**config.mk**
```make
export PLATFORM = sky130hd
export DESIGN_NAME = ncva_cell
export DESIGN_NICKNAME = d
export VERILOG_FILES = /design/src/ncva_pkg.sv /design/src/ncva_cell.sv
export SDC_FILE = /design/constraint.sdc
export NUM_CORES = 2
export LEC_CHECK = 0
export BUFFER_PORTS_ARGS = -buffer_cell sky130_fd_sc_hd__buf_2
export CAP_MARGIN = 10
export CORE_AREA = 2 2 504 506
export CTS_BUF_LIST = sky130_fd_sc_hd__clkbuf_4 sky130_fd_sc_hd__clkbuf_8 sky130_fd_sc_hd__clkbuf_16
export CTS_CLUSTER_DIAMETER = 30
export DETAILED_ROUTE_END_ITERATION = 7
export DIE_AREA = 0 0 506 508
export PLACE_DENSITY = 0.45
export SETUP_SLACK_MARGIN = 0.15
export SYNTH_ARGS = -nofsm -noshare
export SYNTH_HDL_FRONTEND = slang
export SYNTH_SLANG_ARGS = --single-unit
```
**constraint.sdc**
```tcl
create_clock -name clk -period 16.99 [get_ports clk]
set_clock_uncertainty 0.05 [all_clocks]
set_input_delay 1.699 -clock clk [delete_from_list [all_inputs] [get_ports clk]]
set_output_delay 1.699 -clock clk [all_outputs]
set_load 0.005 [all_outputs]
```
**src/ncva_pkg.sv**
```systemverilog
`default_nettype none

package ncva_pkg;

  // Fixed-point format of the axes and width of the input integers.
  localparam int FRAC_BITS  = 14;
  localparam int IN_WIDTH   = 16;
  localparam int AXIS_WIDTH = FRAC_BITS + 2;
  localparam int Q_WIDTH    = FRAC_BITS + 1;
  localparam int SUM_WIDTH  = 2 * IN_WIDTH;
  localparam int WIDE_WIDTH = 2 * IN_WIDTH + 2 * FRAC_BITS + 3;
  localparam int PROD_WIDTH = 2 * AXIS_WIDTH;

  // Delay from an accepted start to the done strobe.
  localparam int LATENCY    = FRAC_BITS + 6;

  // Configuration register map.
  localparam int ADDR_WIDTH = 4;
  localparam logic [1:0] REG_Z_AXIS_X = 2'd0;
  localparam logic [1:0] REG_Z_AXIS_Y = 2'd1;
  localparam logic [1:0] REG_Z_AXIS_Z = 2'd2;

  localparam logic OP_VEC_IS_X = 1'b0;
  localparam logic OP_VEC_IS_Y = 1'b1;

  typedef struct packed {
    logic                       opcode;
    logic signed [IN_WIDTH-1:0] vec_x;
    logic signed [IN_WIDTH-1:0] vec_y;
    logic signed [IN_WIDTH-1:0] vec_z;
  } in_t;

  typedef struct packed {
    logic signed [AXIS_WIDTH-1:0] x_axis_x;
    logic signed [AXIS_WIDTH-1:0] x_axis_y;
    logic signed [AXIS_WIDTH-1:0] x_axis_z;
    logic signed [AXIS_WIDTH-1:0] y_axis_x;
    logic signed [AXIS_WIDTH-1:0] y_axis_y;
    logic signed [AXIS_WIDTH-1:0] y_axis_z;
    logic                         zero_length;
  } out_t;

  // One component as it travels along the chain of root cells.
  typedef struct packed {
    logic [WIDE_WIDTH-1:0] r;   // mag^2 scaled to the comparison
    logic [WIDE_WIDTH-1:0] qs;  // q * s
    logic [WIDE_WIDTH-1:0] p;   // q^2 * s
    logic [Q_WIDTH-1:0]    q;
    logic                  neg;
  } lane_t;

  typedef struct packed {
    logic                 opcode;
    logic                 zero;
    logic [SUM_WIDTH-1:0] s;
    lane_t [2:0]          lane;
  } cell_t;

endpackage

`default_nettype wire

```
**src/ncva_cell.sv**
```systemverilog
`default_nettype none

module ncva_cell import ncva_pkg::*; #(
  parameter int BIT = 0
) (
  input  wire logic  clk,
  input  wire logic  rst,
  input  wire logic  in_valid,
  input  wire cell_t in_data,
  output logic       out_valid,
  output cell_t      out_data
);

  logic [WIDE_WIDTH-1:0] c1   [3];
  logic [WIDE_WIDTH-1:0] c2   [3];
  logic [WIDE_WIDTH-1:0] lhs  [3];
  logic [WIDE_WIDTH-1:0] s_w;
  cell_t                 data_next;

  // Try bit BIT of each quotient: with c = q + 2^BIT the test is
  // (2c-1)^2 * s <= r, built from the running q*s and q^2*s by shifts and adds.
  always_comb begin
    s_w       = WIDE_WIDTH'(in_data.s);
    data_next = in_data;
    for (int i = 0; i < 3; i++) begin
      c1[i]  = in_data.lane[i].qs + (s_w << BIT);
      c2[i]  = in_data.lane[i].p + (in_data.lane[i].qs << (BIT + 1)) + (s_w << (2 * BIT));
      lhs[i] = (c2[i] << 2) - (c1[i] << 2) + s_w;
      if (!in_data.lane[i].q[Q_WIDTH-1] && (lhs[i] <= in_data.lane[i].r)) begin
        data_next.lane[i].q  = in_data.lane[i].q | (Q_WIDTH'(1) << BIT);
        data_next.lane[i].qs = c1[i];
        data_next.lane[i].p  = c2[i];
      end
    end
  end

  always_ff @(posedge clk) begin
    if (rst) begin
      out_valid <= 1'b0;
    end else begin
      out_valid <= in_valid;
    end
  end

  always_ff @(posedge clk) begin
    out_data <= data_next;
  end

endmodule

`default_nettype wire

```
==> Word-level counts from Yosys, hierarchy flattened <==
Cells that the tools add are included.
{ "totals": {"word_cells": 49, "register_bits": 650, "output_inout_bits": 650, "input_bits": 652} }
{ "classes": {"order_cmp": 3, "n_addsub": 15, "reduce_logical": 6, "n_mux": 3} }
{ "ops": {"columns": ["op", "count"], "rows": [
  ["63-bit by 32-bit adder with 63-bit output", 9],
  ["141-bit two-way mux", 3],
  ["63-bit adder", 3],
  ["63-bit <= comparator", 3],
  ["63-bit subtractor", 3],
  ["1-bit logical AND", 3],
  ["1-bit zero test", 3]
]} }

==> Logic depth before layout (Yosys ltp) <==
{ "depth": {"word_depth": 7, "mapped_depth": 41} }

==> Least setup slack after synthesis <==
Ideal clock, no wire load.
{ "synth_timing": {"path_type": "input -> register", "from": "in in_data[427] (netlist name)", "to": "reg out_data[428] (netlist name)", "setup_slack_ps": 7173, "n_path_buf": 3, "stages": 36, "t_arrival_ps": 9639, "required_ps": 16812, "setup_time_ps": 128, "cell_sequence": "fa_1 -> ha_1 -> inv_1 -> fa_1 -> nor2b_1 -> o21a_1 -> o21ai_0 -> a31oi_2 -> a21oi_2 -> o41ai_4 -> a31oi_1 -> xnor2_1 -> fa_1 -> ha_1 -> nand2_2 -> nor2_4 -> nand2_1 -> or4_1 -> o21a_4 -> o41ai_4 -> o311a_1 -> a21oi_1 -> o21ai_0 -> xnor2_1 -> ha_1 -> a21o_1 -> a21o_1 -> a21oi_1 -> o211ai_1 -> a2111oi_0 -> o211ai_1 -> nand2_1 -> clkbuf_1 -> clkbuf_1 -> clkbuf_1 -> a21oi_1"} }
{ "synth_lines": {"columns": ["element", "line_no", "text"], "rows": [
  ["start, declared", "ncva_cell.sv:9", "input wire cell_t in_data,"],
  ["end signal, assigned", "ncva_cell.sv:46", "out_data <= data_next;"],
  ["end, declared", "ncva_cell.sv:11", "output cell_t out_data"]
]} }

==> run summary <==
path type of the worst setup path -> input pin to flop
placed inst area -> 66800 µm²
delay of the slowest cell on the worst path -> 0.66 ns
accumulated negative setup slack -> 0 ns
slew at the pin closest to its max-slew limit -> 1.27 ns
die outline area -> 257000 µm²
worst supply voltage drop on vdd -> 0.000109 V
number of buffers on the longest clock path -> 4
vias in the first global route -> 56100
maximum level of the CTS H-tree -> 4
most numerous cell in the Yosys netlist -> sky130_fd_sc_hd__ha_1
Syn Nets -> 8206
number of input and output port buffers inserted -> 1301
Area contributors post-synth -> sky130_fd_sc_hd__dfxtp_1, sky130_fd_sc_hd__ha_1, sky130_fd_sc_hd__fa_1
initial antenna violation count -> 180
hold_ws -> 0.890 ns
Synth-to-Final Area Change -> 30.9%
Die Span X -> 506 µm
Post-synth top flop -> sky130_fd_sc_hd__dfxtp_1
RePlAce Congestion -> 0.986
PD cells -> 203 nW/µm²
register clock-pin slew on the reported worst setup and hold paths -> 0.05 ns
wire length of the first global-routing pass -> 434 mm
highest metal layer with signal wires -> met5
sequential-to-total area share from yosys stat -> 23.0%
Sink Count -> 650
net total in the final layout -> 9551
starting density of the core -> 22.5%
number of maximum-capacitance violations -> 0
Post-synth EDFFs -> 0
total leakage power -> 36.2 nW
Yosys reg bits -> 650
met3 WL -> 23.7 mm
number of buffers added by the clock tree synthesis step -> 205
maximum clock frequency -> 81.7 MHz
Data required, critical path -> 17.68 ns
CTS tree -> built
antenna violation net count after detailed routing -> 0
number of buffers inserted by post-CTS setup repair -> 0
cell type contributing the most total cell area after synthesis -> sky130_fd_sc_hd__dfxtp_1
DR DRC count -> 0
final period demand of the worst path -> 12.23 ns
worst slew margin relative to its limit -> 14.5%
io pins -> 1302
Synthesis Warnings -> 0
total core area -> 252000 µm²
share of Yosys cell area claimed by the top area cell type -> 23.0%
post-cts hold buffer count -> 0
total number of vias -> 55700
Std-Cell Rows -> 185
mean post-synth cell area -> 8.68 µm²
cell count after synthesis -> 6531
element type at the critical path start -> input pin
Clock Tree Root -> sky130_fd_sc_hd__clkbuf_16
layout cells sized above 1 -> 24.2%
Non-Filler Cell Area, Final -> 74200 µm²
final setup violating endpoints -> 0
die span in y -> 508 µm
Filler Cell Count -> 27200
DRT Pass-1 Iters -> 8
met2 wire len -> 151 mm
post-synthesis cell area -> 56700 µm²
Period Utilization, post-route -> 72.0%
top post-synthesis cells by count -> sky130_fd_sc_hd__ha_1, sky130_fd_sc_hd__dfxtp_1, sky130_fd_sc_hd__a21oi_1
global route total overflow -> 0
drt first-iter violations -> 3777
max-slew violation total from the final report -> 0
arrival time of data at the critical path endpoint -> 12.92 ns
endpoint kind of the worst setup timing path -> flop
Via density -> 4.86
proportion of synthesized flip-flops having asynchronous set or reset -> 0%
master of the slowest instance on the critical path -> sky130_fd_sc_hd__buf_4
gr usage total -> 23.7%
setup repair after global routing missed its margin -> no
post_cts resized -> 0
critical path fanouts, max -> 55
outcome -> finished, final reports clean
maximum number of pins on one net before global-route repair -> 65
number of unique standard cell types used by synthesis -> 112
wire per inst -> 27.9 µm
length of routed wiring on met1 -> 127 mm
class of the tightest hold or removal check -> input pin to flop
number of endpoints with negative hold slack in the final report -> 0
WL final -> 320 mm
Post-DP HPWL -> 276 mm
-- worst max-delay path, delay by kind of cell --
family          cells  cell delay [ns]
fa+ha+maj           4             1.86
compound gates     13             3.36
simple gates       13             3.03
xor+xnor            3             0.97
buf+inv             4             1.86
-- per-layer routing --
metal  vias up  global-route usage (%)
met5         -                       0
met2      2335                    40.3
met3       645                    6.03
li1      26000                       -
met1     26600                    27.8
met4        80                    11.5
-- metrics by stage --
| stage | setup slack, ns | total power, mW | std cells | util, % |
|---|---|---|---|---|
| after floorplan | 7.17 | 7.97 | 6531 | - |
| after global placement | 3.96 | 11.0 | 11000 | 26.5 |
| after detailed placement | 3.91 | 11.0 | 11000 | 26.5 |
| after CTS | 4.75 | 15.1 | 11400 | 29.3 |
| after global routing | 4.15 | 16.2 | 11400 | 29.4 |
| final | 4.76 | 15.0 | 11500 | 29.4 |
-- layout by cell type (no fill, tap or decap), types with 236 or more instances in the layout --
master	count
sky130_fd_sc_hd__a21o_1	381
sky130_fd_sc_hd__a21oi_1	550
sky130_fd_sc_hd__buf_2	1301
sky130_fd_sc_hd__dfxtp_1	650
sky130_fd_sc_hd__ha_1	834
sky130_fd_sc_hd__inv_1	542
sky130_fd_sc_hd__nand2_1	520
sky130_fd_sc_hd__nor2_1	322
sky130_fd_sc_hd__o21ai_0	272
sky130_fd_sc_hd__xnor2_1	372
sky130_fd_sc_hd__xor2_1	236
-- power by group --
group          switching, mW  total [mW]  internal [mW]
logic                   5.39        8.90           3.51
clock network           1.20        3.96           2.76
registers              0.212        2.16           1.95
total                   6.80        15.0           8.22
-- final timing paths --
| check | from | endpoint | slack, ns | cells past startpoint |
|---|---|---|---|---|
| setup / recovery | in_data[616] | out_data[141]$_DFF_P_ | 4.76 | 37 |
| hold / removal | in_data[359] | out_data[359]$_DFF_P_ | 0.89 | 1 |
-- logic make-up after synthesis --
| group | after synthesis | synth area share (%) |
|---|---|---|
| compound gates | 1705 | 19.8 |
| simple gates | 1616 | 13.9 |
| fa+ha+maj | 1023 | 25.1 |
| buf+inv | 728 | 4.94 |
| flops | 650 | 23.0 |
| xor+xnor | 610 | 9.48 |
| mux | 199 | 3.83 |
-- sequential cells by signal, indices dropped and copies added (netlist names) --
| signal | count |
|---|---|
| out_valid | 1 |
| out_data | 649 |
-- cell type report --
type | count | area [µm²] | share of cell area [%]
Sequential cell | 650 | 13000 | 17.5
Clock inverter | 111 | 1490 | 2.00
Inverter | 543 | 2040 | 2.75
Tap cell | 3366 | 4210 | 5.68
Clock buffer | 259 | 5710 | 7.70
Antenna cell | 61 | 153 | 0.206
Timing Repair Buffer | 1323 | 6680 | 9.00
Multi-Input combinational cell | 5153 | 40900 | 55.1
Power figures use the tool's default switching activity.
